[config.mk]
export PLATFORM = sky130hd
export DESIGN_NAME = mit_ctrl
export DESIGN_NICKNAME = d
export VERILOG_FILES = /design/src/rtl/mit_pkg.sv /design/src/rtl/mit_ctrl.sv
export SDC_FILE = /design/constraint.sdc
export NUM_CORES = 1
export LEC_CHECK = 0
export ABC_AREA = 1
export BUFFER_PORTS_ARGS = -buffer_cell sky130_fd_sc_hd__buf_4
export CORE_AREA = 2 2 39 41
export CTS_CLUSTER_DIAMETER = 200
export DETAILED_ROUTE_END_ITERATION = 7
export DIE_AREA = 0 0 41 43
export PLACE_DENSITY = 0.45
export SYNTH_ARGS = -nofsm -noshare
export SYNTH_HDL_FRONTEND = slang
export SYNTH_SLANG_ARGS = --single-unit
export TNS_END_PERCENT = 1
[constraint.sdc]
create_clock -name clk -period 1.3 [get_ports clk]
set_clock_uncertainty 0.05 [all_clocks]
set_input_delay 0 -clock clk [delete_from_list [all_inputs] [get_ports clk]]
set_output_delay 0 -clock clk [all_outputs]
set_load 0.05 [all_outputs]
[src/rtl/mit_pkg.sv]
// ----------------------------------------------------------------------------
// mit_pkg
// Shared types and constants of the mip indirection table: item kinds,
// controller states and the command/status bundles between the controller
// and the datapath.
// ----------------------------------------------------------------------------
package mit_pkg;

  localparam int KIND_W     = 3;
  localparam int POS_W      = 9;
  localparam int LVL_W      = 4;
  localparam int SLOT_IO_W  = 16;
  localparam int MAX_LEVELS = 16;

  // tile dirty marks are kept in words of this many bits
  localparam int TROW_BITS  = 32;
  localparam int TBIT_W     = $clog2(TROW_BITS);

  localparam logic [KIND_W-1:0] KIND_READ  = 3'd0;
  localparam logic [KIND_W-1:0] KIND_WRITE = 3'd1;
  localparam logic [KIND_W-1:0] KIND_INVAL = 3'd2;
  localparam logic [KIND_W-1:0] KIND_QUERY = 3'd3;
  localparam logic [KIND_W-1:0] KIND_CLEAR = 3'd4;

  typedef int lvl_arr_t [MAX_LEVELS];

  typedef enum logic [2:0] {
    ST_SWEEP,
    ST_IDLE,
    ST_ADDR,
    ST_TILE,
    ST_READ,
    ST_EXEC
  } state_t;

  typedef struct packed {
    logic sweep;
    logic load;
    logic rd_slot;
    logic rd_tile;
    logic exec;
  } dp_cmd_t;

  typedef struct packed {
    logic sweep_last;
  } dp_status_t;

endpackage

[src/rtl/mit_ctrl.sv]
// ----------------------------------------------------------------------------
// mit_ctrl
// Sequencer of the indirection table: clearing sweep after reset, then one
// transaction at a time through address, tile, read and execute steps.
// ----------------------------------------------------------------------------
module mit_ctrl import mit_pkg::*; (
  input  logic       clk,
  input  logic       rst,
  input  logic       start,
  input  dp_status_t status,
  output logic       busy,
  output dp_cmd_t    cmd
);

  state_t state, state_next;

  always_ff @(posedge clk) begin
    if (rst) begin
      state <= ST_SWEEP;
    end else begin
      state <= state_next;
    end
  end

  always_comb begin
    state_next = state;
    case (state)
      ST_SWEEP: begin
        if (status.sweep_last) state_next = ST_IDLE;
      end
      ST_IDLE: begin
        if (start) state_next = ST_ADDR;
      end
      ST_ADDR: state_next = ST_TILE;
      ST_TILE: state_next = ST_READ;
      ST_READ: state_next = ST_EXEC;
      ST_EXEC: state_next = ST_IDLE;
      default: state_next = ST_IDLE;
    endcase
  end

  always_comb begin
    cmd  = '0;
    busy = 1'b1;
    case (state)
      ST_SWEEP: cmd.sweep = 1'b1;
      ST_IDLE: begin
        busy     = 1'b0;
        cmd.load = start;
      end
      ST_ADDR: ;
      ST_TILE: cmd.rd_slot = 1'b1;
      ST_READ: cmd.rd_tile = 1'b1;
      ST_EXEC: cmd.exec = 1'b1;
      default: ;
    endcase
  end

endmodule

==> results.txt, run 1 <==
The depth of the worst hold-timing path is 6. The worst setup path is launched from a flip-flop. CTS built an H-tree with a depth of 1. The die footprint is 1760 sq um. The proportion of synthesized flip-flops having asynchronous set or reset came out at 0%. The first detailed-routing pass ran for 2 iterations. The design draws 0.470 mW. The number of buffers added by the clock tree synthesis step came out at 3. In this run the most critical hold path is launched from status. The worst-path cell with the longest stage delay is dfxtp_1.

The cell at the root of the clock tree is clkbuf_4. For met2 alone, demand over resource in global routing was 8.44%. Clock latency on the worst-skew pair, taken at its later pin, is between 200 and 250 ps. The largest vdd supply drop is 0.000404 V.

The number of cells on the worst reg-to-reg path is 5. The clock input transition at the sequential cells of the worst setup and hold paths is 40 ps. The cell taking the most area after synthesis is dfxtp_1.

The reg-to-reg startpoint is state[2]. The pin count of the biggest net entering global routing is 6. The weighted congestion at the end of routability-driven global placement is 0.716. The DRC violation count after routing is 0. The total of max-cap violations is 0. The average routed wire per standard cell came out at 7.89 um. In this run, the number of DRC markers left after iteration 0 of detailed routing was 1. The worst hold path terminates at state[1]. The I/O pin total came out at 10. Counting along the longest clock path gives a buffer depth of 2.

The number of library cell types mapped by synthesis came out at 13. The gate family responsible for the most delay along the worst path is flip-flops. TritonCTS built the clock tree. The number of gates resized after CTS was 0. The flip-flop count of the largest register after layout is 3. The die extent in y is 43 um. The detail route stage leaves a number of antenna-violating nets equal to 0. The maximum fanout along the worst path came out at 4.

Setup total negative slack on the finished layout was measured at 0 ps. The fraction of post-synthesis cell area in the top cell type by area is 31.4%. The post-route minimum period came out at 1180 ps. The net count after synthesis is 34. In the post-synthesis netlist, the biggest area contributors are dfxtp_1 31%, nand2_1 14%, inv_1 9.8%.

The power per cell area is around 1400 nW/um^2. The period utilization came out at between 90% and 100%. For this run, the top clock speed supported by timing is 0.847 GHz.

The antenna cell count is 0. The flop and latch count out of synthesis is 3. The delay of the slowest cell on the worst path is 390 ps.

The tightest slew margin relative to the limit came out at 86.0%. A synthesized cell averages 6.38 sq um. The setup violation total in the final timing report came out at 0. The combined area of all synthesized cells came out at roughly 190 sq um.

The most frequently used flop master after synthesis is dfxtp_1. The commonest cells after synthesis are 7 x nand2_1, 5 x inv_1, 3 x dfxtp_1, 3 x nor2_1. The number of buffers and inverters on the critical path is 3. The number of sinks on the clock net came out at 3. STA classifies the critical path endpoint as an output port. Row generation in the floorplan step produced 14 rows.

The number of nets in the layout is 50. For this configuration, the core starts out at a cell density of 13.8%. The signed area change from the synthesized netlist to the final layout came out at 72.5%.

The detailed-placement wirelength estimate is roughly 370 um. The via count of the routed design came out at 220. After global routing, the most crowded layer is met1. The run finished with clean final reports. In this run the worst hold path is classified as in2reg. In the routed layout, each cell is associated on average with a via count of 3.61. The count of synthesis-stage warnings from yosys came out at 0.

The number of global-route vias before repair came out at 202. Across every metal layer, demand over resource in global routing totals 7.51%. The routed wire length came out at just under 500 um. The portion of the post-synthesis area used by sequential elements is a little under a third. The final max-slew violation count is 0. The met1 capacity usage during global routing came out at 8.60%. Summed over all layers, the global routing overflow is 0.

Counting flops per register, the top entry is state. The transition at the pin with the smallest max-transition slack is 210 ps. After floorplanning, the core was sized to cover 1380 sq um. The number of instances in the synthesized netlist came out at 30. The die is about 41 um wide. The static power due to leakage is 0.177 nW. The endpoint identified for the worst register-to-register timing path is state[1]. The worst path required time is 1250 ps. The met3 capacity usage during global routing came out at 6.28%. The number of antenna violations at the first check in global routing is 0. The tightest hold path in the finished design has a slack of 74.3 ps. STA puts the critical path data arrival time at 1130 ps. The number of enable flip-flop cells after synthesis is 0. In this run the register-to-register setup slack is 370 ps.

Yosys instantiated no cell more often than nand2_1. Input and output buffers added on the ports amount to 9. The final-report hold violation count came out at 0. Setup repair after global routing left no endpoint under its margin. The first-pass GRT wire length is ~800 um. The share of layout cells above drive strength 1 is between 40% and 50%. Walking the worst path, the cells encountered are inv_2, nor2_4, nand2_1, inv_1, buf_4.

The largest registers in the layout are state: 3 flops. The number of setup buffers added after CTS is 0. The category of the most critical setup path is reg2out.
power breakdown:
group / leakage, nW / total (mW) / internal, mW / switching [mW]
Clock: 0.0150 / 0.170 / 0.115 / 0.0549
Sequential: 0.0247 / 0.119 / 0.103 / 0.0154
Combinational: 0.138 / 0.181 / 0.0602 / 0.121
worst max path at each step:
stage	from	endpoint	slack, ps	depth (start not counted)
2_1_floorplan	state[2]	cmd[3]	-220	3
3_3_place_gp	state[0]	cmd[2]	350	5
3_5_place_dp	state[0]	cmd[2]	360	5
4_1_cts	state[0]	cmd[2]	100	5
5_1_grt	state[0]	cmd[2]	30	5
6_report	state[0]	cmd[2]	120	5
cells in the final DEF, fill, tap and decap left out, drive strengths merged:
cell type / n
o21a: 1
inv: 7
buf: 9
clkbuf: 4
dfxtp: 3
nor3: 2
dlygate4sd3: 2
nor2: 5
a21oi: 1
nand3b: 1
nand2: 7
nand3: 3
cell families after synthesis:
group,Yosys count,synth area share [%]
compound gates,2,6.53
buf+inv,7,13.7
flops,3,31.4
simple gates,18,48.4
layer usage:
layer,vias to the layer above,part of all wire [%]
li1,122,-
met2,8,46
met5,-,0
met1,88,42
met4,0,2.5
met3,2,10
area by class of cell:
cell class | count | area (sq um)
fillers | 164 | 1050
multi-input cells | 20 | 110
repair buffers | 11 | 87.6
flip-flops and latches | 3 | 60.1
clock buffers | 4 | 26.3
inverters | 7 | 26.3
well taps | 16 | 20.0
metrics by stage:
step                      std cells  instance area [sq um]  utilization (%)  worst slack (ps)
after floorplan                  30                    196                -              -220
after global placement           55                    284             20.5               352
after detailed placement         55                    284             20.5               356
after CTS                        61                    330             23.9              98.0
after global routing             61                    330             23.9              25.7
final                            61                    330             23.9               120
worst reg2reg max path, stage by stage, from the launching register on:
cell and delay [ps]:
dfxtp_1 420, inv_1 100, nand3_2 90, nand2_1 60
nand2_1 60, nor2_2 30
timing repair:
| action | CTS | global route |
|---|---|---|
| endpoints found under the setup margin | 0 | 0 |
| hold buffers | 2 | 0 |
| endpoints found under the hold margin | 3 | 0 |
(Power assumes the default switching activity.)
==> run 2: changes to the inputs <==
==> constraint.sdc (replaced) <==
create_clock -name clk -period 1.3 [get_ports clk]
set_clock_uncertainty 0.05 [all_clocks]
set_input_delay 0.26 -clock clk [delete_from_list [all_inputs] [get_ports clk]]
set_output_delay 0.26 -clock clk [all_outputs]
set_load 0.05 [all_outputs]
==> run 2 against run 1 <==
  * The flow now finishes with violations (setup timing)
  * Critical endpoint is now cmd[3]
  * Highest routed layer is now met3
  * Critical path depth is 1 lower
  * Utilization up 5.2 points
  * Cell count up 1.6%
  * Flip-flop and latch count did not move
  * Power is 9.5% higher
  * Largest cell class unchanged
==> results.txt, run 2 (synthesized netlist as in run 1, its figures left out) <==
The worst setup path is launched from a flip-flop. The flow ran to the end, but the final reports show violations. The initial core utilization came out at 13.8% (unchanged). The number of iterations in the first detailed-routing pass was 1 (-1). The final-layout worst hold slack is 132 ps (+57.4 ps). Leaving out fill and tap cells, the most frequent cells in the layout are 6 x nand2_1, 6 x buf_4, 4 x buf_6.

The tightest slew margin relative to the limit came out at 89.2% (+3.3 points). The number of buffers added by the clock tree synthesis step came out at 3 (unchanged). The final worst setup slack is -18.6 ps (-139 ps). The top achievable clock speed is 0.758 GHz (-11%). The transition at the pin with the smallest max-transition slack came out at 161 ps (-49.4 ps).

The flip-flop count of the largest register after layout is 3 (unchanged). The clock input transition at the sequential cells of the worst setup and hold paths came out at 40 ps (about the same). The number of DRC markers after the initial detailed-route iteration is 0 (-1).

The largest vdd supply drop is 0.000358 V (-11%). The met1 capacity usage during global routing is 7.40% (-1.2 points). The number of nets in the layout came out at 51 (+2.0%).

The class of the tightest hold or removal check is in2reg. The routed wire length came out at 464 um (-3.5%). The met2 track demand over resource in global routing came out at 10.0% (+1.6 points).

The number of global-route vias before repair was 234 (+16%). The maximum buffer depth of the clock tree was 2 (unchanged). The setup violation total in the final timing report came to 4 (+4). The period utilization is 101% (+11 points). The core region area was 1380 sq um (unchanged). Setup repair after global routing could not meet its margin everywhere. The power per cell area came to 1280 nW/um^2 (-10%).

The weighted congestion at the end of routability-driven global placement came to 0.606 (-15%). The post-detailed-route via-to-cell ratio is 3.71 (+2.9%). The first-pass GRT wire length is 814 um (+1.8%). The share of layout cells above drive strength 1 is 63.0% (+23 points). The clock insertion delay at the later pin of the skew report is 230 ps (about the same). The final antenna-violating net count was 0 (unchanged).

The count of buffers from port buffering is 9 (unchanged). The post-route minimum period is 1320 ps (+139 ps). The signal arrival time at the worst endpoint came to 1010 ps (-120 ps). The tree is rooted in a clkbuf_4.

The number of placement rows was 14 (unchanged). From synthesis to final layout, the design area changed by 110%. The static power due to leakage came out at 0.196 nW (+10%). The pin count of the biggest net entering global routing is 6 (unchanged).

The category of the most critical setup path is reg2out. The final max-slew violation count is 0 (unchanged). The maximum fanout along the worst path is 4 (unchanged). The total of max-cap violations is 0 (unchanged). The width of the chip is 41 um (unchanged).

The via count of the routed design came to 230 (+4.5%). The H-tree depth is 1 (unchanged). The final reports fail on setup timing.

The die footprint came out at 1760 sq um (unchanged). The average routed wire per standard cell came out at 7.48 um (-5.1%). The aggregate global routing overflow came to 0 (unchanged).

The overall track demand over capacity in global routing is 7.03% (-0.48 points). The layer flagged by global routing as most heavily used is met2. The die extent in y is 43 um (unchanged).

The total cell area at the placement stage is 297 sq um (+4.4%). The number of buffers added to fix hold violations after cts is 0 (-2). The final-report hold violation count is 0 (unchanged). The antenna cell count is 0 (unchanged). The I/O pin total is 10 (unchanged). The cell area after layout is 402 sq um (+22%). The worst setup path is captured at an output port. TritonCTS built the clock tree. The largest registers in the layout are state: 3 flops.

The met3 capacity usage during global routing came out at 1.57% (-4.7 points). The number of sinks on the clock net came to 3 (unchanged). The DRC violation count after routing is 0 (unchanged). The number of antenna violations at the first check in global routing came out at 0 (unchanged). The worst path required time came out at 990 ps (-260 ps).

More flip-flops sit in one register than any other, and that register is state.
## run 2: changes by cell type in the layout (fill, tap and decap cells not counted), sizes merged
cell | previous run | this run
buf | 9 | 12
dlygate4sd3 | 2 | 0
## run 2: layer usage
metal | wire length (um) | vias up
met5 | 0 | -
met4 | 0 | 0
met3 | 31 | 0
met2 | 259 | 5
met1 | 174 | 101
li1 | - | 124
## run 2: power by group
part,internal [mW],leakage (nW),switching (mW),total [mW]
Combinational,0.0933,0.154,0.135,0.228
Clock,0.115,0.0150,0.0455,0.160
Sequential,0.105,0.0267,0.0209,0.126
Total,0.313,0.196,0.201,0.515
## run 2: layout make-up
class                      instances  area [sq um]
inverter                           7          31.3
sequential                         3          71.3
multi-input combinational         20           133
tap                               16          20.0
fill                             153           982
clock buffer                       4          26.3
timing repair buffer              12           120
## run 2: worst max-delay path, stage by stage (launching register included)
cell,delay (ps)
dfxtp_4,360
buf_6,100
nand3_4,70
nor2_4,100
buf_8,150
## run 2: final timing paths
kind,startpoint,endpoint,cells after the start,slack (ps)
setup / recovery,state[0],cmd[3],4,-20
hold / removal,rst,state[2],2,130
setup reg to reg,state[1],state[1],7,350
hold reg to reg,state[1],state[2],2,490
## run 2: stage by stage
stage	TNS, ps	power [mW]	setup slack (ps)	util, %	instances
final	-36.4	0.515	-18.6	29.0	62
after global routing	-287	0.552	-71.1	29.0	62
after CTS	-170	0.528	-59.7	28.4	62
after detailed placement	0	0.308	71.1	21.4	55
after global placement	0	0.307	69.5	21.4	55
after floorplan	-303	0.257	-141	-	30
## run 2: what timing repair did
item / CTS / global route
setup endpoints to repair: 6 / 6
resized for setup: 17 / 3
pin swaps: 3 / 2
buffers inserted: 3 / 0
endpoints found under the hold margin: 0 / 0
